--- src/hdl/gzp_pkg.sv ---
// Shared types, phase codes, error codes and helper functions for the
// gzip header parser. No dependencies.

package gzp_pkg;

   localparam int COUNT_BITS_DEF = 32;
   localparam int PHASE_BITS     = 5;
   localparam int ERR_BITS       = 5;
   localparam int HDR_LEN_BITS   = 32;

   // parse phases
   localparam logic [PHASE_BITS-1:0] PH_MAGIC1  = 5'd0;
   localparam logic [PHASE_BITS-1:0] PH_MAGIC2  = 5'd1;
   localparam logic [PHASE_BITS-1:0] PH_METHOD  = 5'd2;
   localparam logic [PHASE_BITS-1:0] PH_FLAGS   = 5'd3;
   localparam logic [PHASE_BITS-1:0] PH_MTIME1  = 5'd4;
   localparam logic [PHASE_BITS-1:0] PH_MTIME2  = 5'd5;
   localparam logic [PHASE_BITS-1:0] PH_MTIME3  = 5'd6;
   localparam logic [PHASE_BITS-1:0] PH_MTIME4  = 5'd7;
   localparam logic [PHASE_BITS-1:0] PH_XFL     = 5'd8;
   localparam logic [PHASE_BITS-1:0] PH_OS      = 5'd9;
   localparam logic [PHASE_BITS-1:0] PH_XLEN1   = 5'd10;
   localparam logic [PHASE_BITS-1:0] PH_XLEN2   = 5'd11;
   localparam logic [PHASE_BITS-1:0] PH_XDATA   = 5'd12;
   localparam logic [PHASE_BITS-1:0] PH_NAME    = 5'd13;
   localparam logic [PHASE_BITS-1:0] PH_COMMENT = 5'd14;
   localparam logic [PHASE_BITS-1:0] PH_CRC1    = 5'd15;
   localparam logic [PHASE_BITS-1:0] PH_CRC2    = 5'd16;
   localparam logic [PHASE_BITS-1:0] PH_DONE    = 5'd17;

   // error codes, in header order
   localparam logic [ERR_BITS-1:0] ERR_NONE        = 5'd0;
   localparam logic [ERR_BITS-1:0] ERR_EOF_MAGIC1  = 5'd1;
   localparam logic [ERR_BITS-1:0] ERR_BAD_MAGIC1  = 5'd2;
   localparam logic [ERR_BITS-1:0] ERR_EOF_MAGIC2  = 5'd3;
   localparam logic [ERR_BITS-1:0] ERR_BAD_MAGIC2  = 5'd4;
   localparam logic [ERR_BITS-1:0] ERR_EOF_METHOD  = 5'd5;
   localparam logic [ERR_BITS-1:0] ERR_BAD_METHOD  = 5'd6;
   localparam logic [ERR_BITS-1:0] ERR_EOF_FLAGS   = 5'd7;
   localparam logic [ERR_BITS-1:0] ERR_EOF_MTIME1  = 5'd8;
   localparam logic [ERR_BITS-1:0] ERR_EOF_MTIME2  = 5'd9;
   localparam logic [ERR_BITS-1:0] ERR_EOF_MTIME3  = 5'd10;
   localparam logic [ERR_BITS-1:0] ERR_EOF_MTIME4  = 5'd11;
   localparam logic [ERR_BITS-1:0] ERR_EOF_XFL     = 5'd12;
   localparam logic [ERR_BITS-1:0] ERR_EOF_OS      = 5'd13;
   localparam logic [ERR_BITS-1:0] ERR_EOF_XLEN1   = 5'd14;
   localparam logic [ERR_BITS-1:0] ERR_EOF_XLEN2   = 5'd15;
   localparam logic [ERR_BITS-1:0] ERR_EOF_XDATA   = 5'd16;
   localparam logic [ERR_BITS-1:0] ERR_EOF_NAME    = 5'd17;
   localparam logic [ERR_BITS-1:0] ERR_EOF_COMMENT = 5'd18;
   localparam logic [ERR_BITS-1:0] ERR_EOF_CRC1    = 5'd19;
   localparam logic [ERR_BITS-1:0] ERR_EOF_CRC2    = 5'd20;
   localparam logic [ERR_BITS-1:0] ERR_MAX         = ERR_EOF_CRC2;

   localparam logic [7:0] MAGIC1_BYTE  = 8'h1F;
   localparam logic [7:0] MAGIC2_BYTE  = 8'h8B;
   localparam logic [7:0] METHOD_BYTE  = 8'd8;

   // flag bits
   localparam int FLG_HCRC    = 1;
   localparam int FLG_EXTRA   = 2;
   localparam int FLG_NAME    = 3;
   localparam int FLG_COMMENT = 4;

   localparam int MIN_HDR_LEN = 10;

   typedef struct packed {
      logic       req_type;
      logic [7:0] data_byte;
      logic       first_of_file;
   } gzp_item_type;

   typedef struct packed {
      logic                    is_compressed;
      logic [7:0]              flags_byte;
      logic [HDR_LEN_BITS-1:0] header_length;
      logic [ERR_BITS-1:0]     error_code;
   } gzp_result_type;

   // error for an end-of-file mark seen in a given phase
   function automatic logic [ERR_BITS-1:0] eof_code(input logic [PHASE_BITS-1:0] phase);
      logic [ERR_BITS-1:0] code;
      unique case (phase)
         PH_MAGIC1:  code = ERR_EOF_MAGIC1;
         PH_MAGIC2:  code = ERR_EOF_MAGIC2;
         PH_METHOD:  code = ERR_EOF_METHOD;
         PH_FLAGS:   code = ERR_EOF_FLAGS;
         PH_MTIME1:  code = ERR_EOF_MTIME1;
         PH_MTIME2:  code = ERR_EOF_MTIME2;
         PH_MTIME3:  code = ERR_EOF_MTIME3;
         PH_MTIME4:  code = ERR_EOF_MTIME4;
         PH_XFL:     code = ERR_EOF_XFL;
         PH_OS:      code = ERR_EOF_OS;
         PH_XLEN1:   code = ERR_EOF_XLEN1;
         PH_XLEN2:   code = ERR_EOF_XLEN2;
         PH_XDATA:   code = ERR_EOF_XDATA;
         PH_NAME:    code = ERR_EOF_NAME;
         PH_COMMENT: code = ERR_EOF_COMMENT;
         PH_CRC1:    code = ERR_EOF_CRC1;
         PH_CRC2:    code = ERR_EOF_CRC2;
         default:    code = ERR_NONE;
      endcase
      return code;
   endfunction

   // next optional section enabled by the flags, searching from a phase on
   function automatic logic [PHASE_BITS-1:0] next_section(
      input logic [PHASE_BITS-1:0] from,
      input logic [7:0]            flags
   );
      logic [PHASE_BITS-1:0] nxt;
      priority if (from <= PH_XLEN1 && flags[FLG_EXTRA])     nxt = PH_XLEN1;
      else if (from <= PH_NAME && flags[FLG_NAME])           nxt = PH_NAME;
      else if (from <= PH_COMMENT && flags[FLG_COMMENT])     nxt = PH_COMMENT;
      else if (from <= PH_CRC1 && flags[FLG_HCRC])           nxt = PH_CRC1;
      else                                                   nxt = PH_DONE;
      return nxt;
   endfunction

endpackage

--- src/hdl/gzp_req_if.sv ---
// Input channel interface: valid/ready handshake carrying one file byte
// or end-of-file mark. No dependencies.

interface gzp_req_if;
   logic       valid;
   logic       ready;
   logic       req_type;
   logic [7:0] data_byte;
   logic       first_of_file;

   modport source (output valid, req_type, data_byte, first_of_file, input ready);
   modport sink   (input valid, req_type, data_byte, first_of_file, output ready);
endinterface

--- src/hdl/gzp_rsp_if.sv ---
// Result channel interface: valid/ready handshake carrying one header
// parse result. No dependencies.

interface gzp_rsp_if;
   logic        valid;
   logic        ready;
   logic        is_compressed;
   logic [7:0]  flags_byte;
   logic [31:0] header_length;
   logic [4:0]  error_code;

   modport source (output valid, is_compressed, flags_byte, header_length, error_code,
                   input ready);
   modport sink   (input valid, is_compressed, flags_byte, header_length, error_code,
                   output ready);
endinterface

--- src/hdl/gzp_core.sv ---
// Header parse state and per-byte next-state logic.
// Depends on gzp_pkg.

module gzp_core #(
   parameter int COUNT_BITS = gzp_pkg::COUNT_BITS_DEF
) (
   input  logic                    clock,
   input  logic                    reset,
   input  logic                    step_valid,
   input  gzp_pkg::gzp_item_type   item,
   output logic                    res_valid,
   output gzp_pkg::gzp_result_type res
);
   import gzp_pkg::*;

   localparam logic [COUNT_BITS-1:0] CountMax = '1;

   logic [PHASE_BITS-1:0] phase_ff, phase_in, phase_cur, nxt;
   logic [7:0]            flags_ff, flags_in, flags_cur;
   logic [15:0]           xleft_ff, xleft_in, xleft_cur, xleft_dec;
   logic [COUNT_BITS-1:0] count_ff, count_in, count_cur;
   logic [63:0]           count_wide;

   // first-of-file restarts from a clean state before the byte is parsed
   assign phase_cur = item.first_of_file ? PH_MAGIC1 : phase_ff;
   assign flags_cur = item.first_of_file ? 8'd0 : flags_ff;
   assign xleft_cur = item.first_of_file ? 16'd0 : xleft_ff;
   assign count_cur = item.first_of_file ? '0 : count_ff;
   assign xleft_dec = xleft_cur - 16'd1;
   assign count_wide = 64'(count_in);

   always_comb begin
      phase_in  = phase_cur;
      flags_in  = flags_cur;
      xleft_in  = xleft_cur;
      count_in  = count_cur;
      nxt       = phase_cur + 5'd1;
      res_valid = 1'b0;
      res.is_compressed = 1'b0;
      res.header_length = '0;
      res.error_code    = ERR_NONE;
      if (phase_cur < PH_DONE) begin
         if (item.req_type) begin
            res_valid      = 1'b1;
            res.error_code = eof_code(phase_cur);
            phase_in       = PH_DONE;
         end else begin
            if (count_cur != CountMax) begin
               count_in = count_cur + 1'b1;
            end
            unique case (phase_cur)
               PH_MAGIC1: begin
                  if (item.data_byte != MAGIC1_BYTE) begin
                     res_valid      = 1'b1;
                     res.error_code = ERR_BAD_MAGIC1;
                  end
               end
               PH_MAGIC2: begin
                  if (item.data_byte != MAGIC2_BYTE) begin
                     res_valid      = 1'b1;
                     res.error_code = ERR_BAD_MAGIC2;
                  end
               end
               PH_METHOD: begin
                  if (item.data_byte != METHOD_BYTE) begin
                     res_valid      = 1'b1;
                     res.error_code = ERR_BAD_METHOD;
                  end
               end
               PH_FLAGS: flags_in = item.data_byte;
               PH_MTIME1, PH_MTIME2, PH_MTIME3, PH_MTIME4, PH_XFL, PH_CRC1: ;
               PH_OS:    nxt = next_section(PH_XLEN1, flags_cur);
               PH_XLEN1: xleft_in = {8'd0, item.data_byte};
               PH_XLEN2: begin
                  xleft_in = {item.data_byte, xleft_cur[7:0]};
                  nxt = (xleft_in != 16'd0) ? PH_XDATA : next_section(PH_NAME, flags_cur);
               end
               PH_XDATA: begin
                  xleft_in = xleft_dec;
                  nxt = (xleft_dec != 16'd0) ? PH_XDATA : next_section(PH_NAME, flags_cur);
               end
               PH_NAME: begin
                  nxt = (item.data_byte != 8'd0) ? PH_NAME
                                                 : next_section(PH_COMMENT, flags_cur);
               end
               PH_COMMENT: begin
                  nxt = (item.data_byte != 8'd0) ? PH_COMMENT
                                                 : next_section(PH_CRC1, flags_cur);
               end
               PH_CRC2:  nxt = PH_DONE;
               default:  ;
            endcase
            if (res_valid) begin
               phase_in = PH_DONE;
            end else if (nxt >= PH_DONE) begin
               res_valid         = 1'b1;
               res.is_compressed = 1'b1;
               res.header_length = (|count_wide[63:HDR_LEN_BITS]) ? '1
                                   : count_wide[HDR_LEN_BITS-1:0];
               phase_in          = PH_DONE;
            end else begin
               phase_in = nxt;
            end
         end
      end
      res.flags_byte = flags_in;
      res_valid      = res_valid & step_valid;
   end

   always_ff @(posedge clock) begin
      if (reset) begin
         phase_ff <= PH_MAGIC1;
         flags_ff <= 8'd0;
         xleft_ff <= 16'd0;
         count_ff <= '0;
      end else if (step_valid) begin
         phase_ff <= phase_in;
         flags_ff <= flags_in;
         xleft_ff <= xleft_in;
         count_ff <= count_in;
      end
   end

endmodule

--- src/hdl/gzip_header_parser.sv ---
// A transaction is registered on input, then parsed from that register; a result,
// if any, is registered and offered on rsp_chan.
// Throughput: one byte per cycle; while a result waits for rsp_chan.ready, parsing
// stalls and the input register holds at most one further byte.
// Reset (synchronous, active high) empties both registers and restarts parsing.
// Depends on gzp_pkg, gzp_req_if, gzp_rsp_if, gzp_core.

module gzip_header_parser #(
   parameter int COUNT_BITS = gzp_pkg::COUNT_BITS_DEF
) (
   input logic        clock,
   input logic        reset,
   gzp_req_if.sink    req_chan,
   gzp_rsp_if.source  rsp_chan
);
   import gzp_pkg::*;

   logic           in_valid_ff, in_valid_in;
   gzp_item_type   in_item_ff;
   logic           rsp_valid_ff, rsp_valid_in;
   gzp_result_type rsp_data_ff;
   logic           advance;
   logic           res_valid;
   gzp_result_type res;

   assign advance        = in_valid_ff & (~rsp_valid_ff | rsp_chan.ready);
   assign req_chan.ready = ~in_valid_ff | advance;

   assign in_valid_in  = req_chan.valid | (in_valid_ff & ~advance);
   assign rsp_valid_in = advance ? res_valid : (rsp_valid_ff & ~rsp_chan.ready);

   gzp_core #(.COUNT_BITS(COUNT_BITS)) u_core (
      .clock      (clock),
      .reset      (reset),
      .step_valid (advance),
      .item       (in_item_ff),
      .res_valid  (res_valid),
      .res        (res)
   );

   always_ff @(posedge clock) begin
      if (reset) begin
         in_valid_ff  <= 1'b0;
         rsp_valid_ff <= 1'b0;
      end else begin
         in_valid_ff  <= in_valid_in;
         rsp_valid_ff <= rsp_valid_in;
      end
   end

   always_ff @(posedge clock) begin
      if (req_chan.valid && req_chan.ready) begin
         in_item_ff.req_type      <= req_chan.req_type;
         in_item_ff.data_byte     <= req_chan.data_byte;
         in_item_ff.first_of_file <= req_chan.first_of_file;
      end
      if (advance && res_valid) begin
         rsp_data_ff <= res;
      end
   end

   assign rsp_chan.valid         = rsp_valid_ff;
   assign rsp_chan.is_compressed = rsp_data_ff.is_compressed;
   assign rsp_chan.flags_byte    = rsp_data_ff.flags_byte;
   assign rsp_chan.header_length = rsp_data_ff.header_length;
   assign rsp_chan.error_code    = rsp_data_ff.error_code;

endmodule

--- src/flat_wrapper.sv ---
// flat-port wrapper written by rule: the top's interface ports become plain ports
module gzip_header_parser_flat import gzp_pkg::*;
#(
   parameter int COUNT_BITS = gzp_pkg::COUNT_BITS_DEF
)
  (clock, reset, req_chan_valid, req_chan_req_type, req_chan_data_byte, req_chan_first_of_file, req_chan_ready, rsp_chan_valid, rsp_chan_is_compressed, rsp_chan_flags_byte, rsp_chan_header_length, rsp_chan_error_code, rsp_chan_ready);
  gzp_req_if req_chan_i ();
  gzp_rsp_if rsp_chan_i ();
  input logic clock;
  input logic reset;
  input wire logic [$bits(req_chan_i.valid)-1:0] req_chan_valid;
  input wire logic [$bits(req_chan_i.req_type)-1:0] req_chan_req_type;
  input wire logic [$bits(req_chan_i.data_byte)-1:0] req_chan_data_byte;
  input wire logic [$bits(req_chan_i.first_of_file)-1:0] req_chan_first_of_file;
  output wire logic [$bits(req_chan_i.ready)-1:0] req_chan_ready;
  output wire logic [$bits(rsp_chan_i.valid)-1:0] rsp_chan_valid;
  output wire logic [$bits(rsp_chan_i.is_compressed)-1:0] rsp_chan_is_compressed;
  output wire logic [$bits(rsp_chan_i.flags_byte)-1:0] rsp_chan_flags_byte;
  output wire logic [$bits(rsp_chan_i.header_length)-1:0] rsp_chan_header_length;
  output wire logic [$bits(rsp_chan_i.error_code)-1:0] rsp_chan_error_code;
  input wire logic [$bits(rsp_chan_i.ready)-1:0] rsp_chan_ready;
  assign req_chan_i.valid = req_chan_valid;
  assign req_chan_i.req_type = req_chan_req_type;
  assign req_chan_i.data_byte = req_chan_data_byte;
  assign req_chan_i.first_of_file = req_chan_first_of_file;
  assign req_chan_ready = req_chan_i.ready;
  assign rsp_chan_valid = rsp_chan_i.valid;
  assign rsp_chan_is_compressed = rsp_chan_i.is_compressed;
  assign rsp_chan_flags_byte = rsp_chan_i.flags_byte;
  assign rsp_chan_header_length = rsp_chan_i.header_length;
  assign rsp_chan_error_code = rsp_chan_i.error_code;
  assign rsp_chan_i.ready = rsp_chan_ready;
  gzip_header_parser #(.COUNT_BITS(COUNT_BITS)) u_core (.clock(clock), .reset(reset), .req_chan(req_chan_i), .rsp_chan(rsp_chan_i));
endmodule
--- config.mk ---
export PLATFORM = sky130hd
export DESIGN_NAME = gzip_header_parser_flat
export DESIGN_NICKNAME = d
export VERILOG_FILES = /design/src/hdl/gzp_pkg.sv /design/src/hdl/gzp_req_if.sv /design/src/hdl/gzp_rsp_if.sv /design/src/hdl/gzp_core.sv /design/src/hdl/gzip_header_parser.sv /design/src/flat_wrapper.sv
export SDC_FILE = /design/constraint.sdc
export NUM_CORES = 1
export LEC_CHECK = 0
export BUFFER_PORTS_ARGS = -buffer_cell sky130_fd_sc_hd__buf_2
export CORE_MARGIN = 2
export CORE_UTILIZATION = 30
export CTS_CLUSTER_DIAMETER = 50
export DETAILED_ROUTE_END_ITERATION = 7
export GPL_TIMING_DRIVEN = 0
export SLEW_MARGIN = 40
export SYNTH_ARGS = -nofsm -noshare
export SYNTH_HDL_FRONTEND = slang
export SYNTH_SLANG_ARGS = --single-unit
--- constraint.sdc ---
create_clock -name clock -period 6.9 [get_ports clock]
set_input_delay 0 -clock clock [delete_from_list [all_inputs] [get_ports clock]]
set_output_delay 0 -clock clock [all_outputs]
set_load 0.02 [all_outputs]
# Yosys cells after proc, flatten, opt, wreduce, memory -nomap -nowiden
# Memory sizes are Yosys's and may differ from the RTL's.
# Cells that the tools add are included.
[totals]
ff_bits = 119
mem_bits_ro = 160
in_bits = 14
wordCells = 98
memories = 1
[mem_list]
columns = ["name", "words", "word_bits", "rd", "rd_ports_with_merged_regs", "write_ports", "line", "rtl"]
rows = [
  ["(no name shown)", 32, 5, 1, 0, 0, "gzp_pkg.sv:83", "unique case (phase)"],
]
[op_classes]
addsub = 3
magnitude_cmp = 2
eq_ne = 14
muxes = 44
n_bitwise = 13
reduce_logical = 8
[ops]
columns = ["op", "count"]
rows = [
  ["$mux W32", 4],
  ["$mux W5", 16],
  ["$mux W16", 3],
  ["$pmux W16 S3", 1],
  ["$add A32 B1 Y32 const B", 1],
  ["$mux W8", 4],
  ["$ne A32 B32 Y1 const B", 1],
  ["$reduce_bool A16 Y1", 2],
  ["$eq A5 B4 Y1 const B", 6],
  ["$pmux W5 S6", 1],
  ["$sub A16 B1 Y16 const B", 1],
  ["$eq A5 B2 Y1 const B", 2],
  ["$mux W1", 10],
  ["$pmux W3 S3", 1],
  ["$ne A8 B4 Y1 const B", 1],
  ["$ne A8 B5 Y1 const B", 1],
  ["$ne A8 B8 Y1 const B", 1],
  ["$reduce_bool A8 Y1", 1],
  ["$mux W3", 2],
  ["$not A1 Y1", 6],
  ["$add A5 B1 Y5 const B", 1],
  ["$eq A5 B1 Y1 const B", 1],
  ["$eq A5 B5 Y1 const B", 1],
  ["$ge A5 B5 Y1 const B", 1],
  ["other kinds (9)", 15],
]

# Depth between registers and ports, before layout
[logic_depth]
depth_word = 15
ltp_mapped = 17
ltp_nobuf = 13

# Cells and area by module
# Synthesis repeated with hierarchy kept, for this count alone.
[unflattened]
cells_unflattened = 828
hier_area_um2 = 7106.8
[by_module_without_submodules]
columns = ["mod", "instances", "cells_per_inst", "area_each_um2", "seq_area_each_um2"]
rows = [
  ["gzp_core", 1, 761, 5318.9, 1221.2],
  ["gzip_header_parser", 1, 67, 1788.0, 1721.7],
]

# Least setup slack after synthesis
# Ideal clock, no wire load.
[synth_timing]
path_type = "register to register"
startpoint = "register u_core.in_item_ff[0] in the netlist's numbering"
endpoint = "register u_core.rsp_data_ff, in the netlist u_core.rsp_chan.error_code[0] (enable)"
setup_ns = 0.465
t_arrival_ns = 5.509
required_ns = 6.435
slack_ns = 0.927
path_stages_with_launch = 16
path_buffers = 4
cell_sequence = "edfxtp_1 -> clkbuf_1 -> inv_1 -> buf_1 -> clkbuf_1 -> nand2_1 -> ha_1 -> clkbuf_1 -> inv_1 -> o311a_1 -> or4_1 -> o21ai_2 -> o21ai_2 -> a22oi_4 -> nand2_1 -> a21oi_1"
[synth_between]
elab_chain_len = 15
word_cells_on_any_way = 38
[synth_rtl]
columns = ["item", "line", "rtl"]
rows = [
  ["from (decl)", "gzip_header_parser.sv:19", "gzp_item_type in_item_ff;"],
  ["branches (longest 12 deep; another with $sub A16 B1 Y16)", "--", ""],
  ["$mux W1 *", "gzp_core.sv:42", "if (phase_cur < PH_DONE) begin"],
  ["$and A1 B1 Y1 *", "gzp_core.sv:107", "res_valid = res_valid & step_valid;"],
  ["$logic_and A1 B1 Y1 *", "gzip_header_parser.sv:57", "if (advance && res_valid) begin"],
  ["to (signal assigned)", "gzip_header_parser.sv:58", "rsp_data_ff <= res;"],
  ["to (decl)", "gzip_header_parser.sv:21", "gzp_result_type rsp_data_ff;"],
]
# Every way passes the cells marked *. The select of a mux whose other input is x is not followed.
# A chain may end at the register's enable or synchronous reset.

# Worst setup path in the final report
[layout_timing]
startpoint = "register u_core.in_item_ff[0] in the netlist's numbering"
endpoint = "register u_core.rsp_data_ff, in the netlist u_core.rsp_chan.header_length[10], data pin"
[layout_between]
elab_chain_len = 11
word_cells_on_any_way = 41
[layout_rtl]
columns = ["item"]
rows = [
  ["branches (longest 11 deep; another with $sub A16 B1 Y16)"],
]
# Several ways; the timed one is not identified. The select of a mux whose other input is x is not followed.

==> results.sh <==
export IMPL_maxCapViolCount=0
export IMPL_worst_pin_slew_ps=818.6
export IMPL_synth_distinct_cells=73
export IMPL_grt_pass1_vias=6112
export IMPL_dieArea_mm2=0.02462
export IMPL_fin_nets=949
export IMPL_dpl_cell_area_mm2=0.007757
export IMPL_status="finished clean"
export IMPL_clk_pin_slew_worst_paths_ps=60
export IMPL_syn_inst=832
export IMPL_async_flop_share_pct=0
export IMPL_track_usage_pct=17.70
export IMPL_clock_sinks=119
export IMPL_gp_congestion=0.9479
export IMPL_synth_area_mux_share_pct=0.4460
export IMPL_end_kind="flip-flop"
export IMPL_crit_fanout=10
export IMPL_cts_buffers_inserted=17
export IMPL_dieWidth_um=156.9
export IMPL_power_leakage_nw=2.855
export IMPL_final_core_util_pct=37.02
export IMPL_synth_fa_ha_area_share_pct=1.784
export IMPL_ys_seq_area_share_pct=41.96
export IMPL_drive_above_1_share_pct=14.29
export IMPL_dp_cells=1207
export IMPL_grt_pass1_wl_um=33600
export IMPL_cts_tree="built"
export IMPL_period_share_pct=84.73
export IMPL_yosysWarnings=0
export IMPL_fp_coreArea_mm2=0.02278
export IMPL_antenna_cells=0
export IMPL_antenna_found_initial=0
export IMPL_io_buffers=60
export IMPL_synth_compound_area_share_pct=17.82
export IMPL_setup_viol=0
export IMPL_first_pass_iters=5
export IMPL_initial_core_util_pct=30.79
export IMPL_grt_setup_unrepaired="false"
export IMPL_power_density_mw_per_mm2=210.7
export IMPL_hp_class="input pin to flip-flop"
export IMPL_syn_nets=856
export IMPL_min_period_ps=5846
export IMPL_area_growth_pct=20.21
export IMPL_synth_seq_cells=119
export IMPL_worstSetupPathType="flip-flop to flip-flop"
export IMPL_grt_overflow_total=0
export IMPL_drc=0
export IMPL_ys_flop_type="dfxtp_1"
export IMPL_layout_commonest_cell="nor2_1"
export IMPL_worstPathArrival_ps=6000
export IMPL_grt_max_degree=20
export IMPL_synth_edff_count=56
export IMPL_cts_htree_levels=4
export IMPL_syn_avg_cell_area_um2=8.431
export IMPL_instances_no_fill=1251
export IMPL_cts_max_path_buffers=2
export IMPL_viasPerCell=5.211
export IMPL_final_cell_mix="nor2_1, nand2_1, o21ai_0"
export IMPL_dp_hpwl_um=15220
export IMPL_drt_initial_drc_count=597
export IMPL_rows=55
export IMPL_design_area_mm2=0.008432
export IMPL_cp_start_kind="flip-flop"
export IMPL_die_h_um=156.9
export IMPL_vias=6519
export IMPL_clk_latency_ps=430
export IMPL_ant_nets=0
export IMPL_wire_per_inst_um=17.01
export IMPL_synth_area_mm2=0.007014
export IMPL_final_setup_skew_ps=11.38
export IMPL_totalWireLength_um=21280
export IMPL_synth_xor_area_share_pct=5.244
export IMPL_pin_count=62
export IMPL_required_ps=7060
export IMPL_synthSimpleGateAreaFrac_pct=28.40
export IMPL_maxSlewViolCount=0
export IMPL_synth_top_family_by_area="simple AND/OR/NAND/NOR gates"
export IMPL_root_buffer="clkbuf_16"
export IMPL_ir_drop_uv=168.8
export IMPL_hold_viol_final=0
export IMPL_relSlewSlack_pct=44.01
export IMPL_fmax_mhz=171.1
[routing by layer]
layer / wire length (um) / track usage [%]
met2: 9531 / 27.53
met1: 9882 / 24.22
met3: 1276 / 3.056
met4: 592 / 7.514
met5: 0 / 0
[state kept, by name (all words and copies together), names as in the netlist]
register / flops
u_core.rsp_chan.header_length: 32
u_core.u_core.count_ff: 32
u_core.u_core.xleft_ff: 16
u_core.in_item_ff: 10
u_core.rsp_chan.flags_byte: 8
u_core.u_core.flags_ff: 8
u_core.rsp_chan.error_code: 5
u_core.u_core.phase_ff: 5
u_core.in_valid_ff: 1
u_core.rsp_chan.is_compressed: 1
u_core.rsp_chan.valid: 1
[path summary, 6_finish.rpt]
check	depth (start not counted)	from	end	slack (ps)
worst max-delay path	15	u_core.in_item_ff[0]	u_core.rsp_chan.header_length[10]	1050
worst min-delay path	4	rsp_chan_ready	u_core.in_valid_ff	30
worst max register to register	15	u_core.in_item_ff[0]	u_core.rsp_chan.header_length[10]	1050
worst min register to register	2	u_core.u_core.count_ff[1]	u_core.u_core.count_ff[1]	490
[Yosys cell counts, types with 9 or more instances]
| master | n | area [um^2] |
|---|---|---|
| a21oi_1 | 52 | 260.3 |
| a22oi_1 | 16 | 120.1 |
| a31oi_1 | 10 | 62.56 |
| and3_1 | 19 | 118.9 |
| clkbuf_1 | 43 | 161.4 |
| dfxtp_1 | 63 | 1261 |
| edfxtp_1 | 56 | 1682 |
| ha_1 | 10 | 125.1 |
| inv_1 | 20 | 75.07 |
| nand2_1 | 105 | 394.1 |
| nand3_1 | 21 | 105.1 |
| nand4_1 | 10 | 62.56 |
| nor2_1 | 110 | 412.9 |
| nor2b_1 | 19 | 118.9 |
| nor3_1 | 16 | 80.08 |
| nor3_2 | 15 | 150.1 |
| nor4_1 | 9 | 56.30 |
| o21a_1 | 9 | 67.56 |
| o21ai_0 | 75 | 375.4 |
| or3_1 | 10 | 62.56 |
| xnor2_1 | 31 | 271.5 |
| xor2_1 | 11 | 96.34 |
[through the flow]
step           setup TNS (ps)  hold slack (ps)  power, mW  setup WS [ps]
2_1_floorplan               0            98.87     0.8787          926.8
3_3_place_gp           -80680            178.5     0.9358          -1758
3_5_place_dp                0            181.4     0.9388           1162
4_1_cts                     0            7.551      1.790           1149
5_1_grt                     0            42.14      1.839          632.8
6_report                    0            28.71      1.777           1054
[logic make-up (layout without fill, tap and decap cells)]
kind of cell | after synthesis | in the layout
and+or+nand+nor | 380 | 380
AOI/OAI and AO/OA | 205 | 205
DFF | 119 | 119
buffers and inverters | 73 | 179
xor gates and xnor gates | 42 | 42
adders and majority gates | 10 | 10
muxes | 3 | 3
[final cells by class]
type                       count  area [um^2]
inverter                      20        75.07
clock buffer                  18        429.2
timing repair buffer          74        450.4
buffer                        53        230.2
sequential                   119         2943
tap                          313        391.6
fill                        2314        14350
clock inverter                14        125.1
multi-input combinational    640         3787
[critical path, stage by stage, from the launching register on]
cell and delay (ps):
edfxtp_1 520, clkbuf_1 560, buf_1 460, buf_2 390, clkbuf_1 410, clkbuf_1 480
nor2b_1 160, ha_1 310, nand4_1 150, nor3_1 110, a21boi_0 230, clkbuf_1 450
nor3b_2 630, nor3b_1 470, xnor2_1 190, nor3_2 60
[power by group]
part           internal [mW]  total, mW  switching [mW]
Clock                  0.495      0.847           0.352
Combinational         0.0444      0.152           0.107
Sequential             0.763      0.778          0.0155
[repair_timing]
action	CTS	global route
endpoints found under the hold margin	12	0
resized for setup	0	0
setup endpoints to repair	0	0
hold buffers	12	0
setup buffers	0	0
No activity file was read; power rests on OpenSTA's default activity.
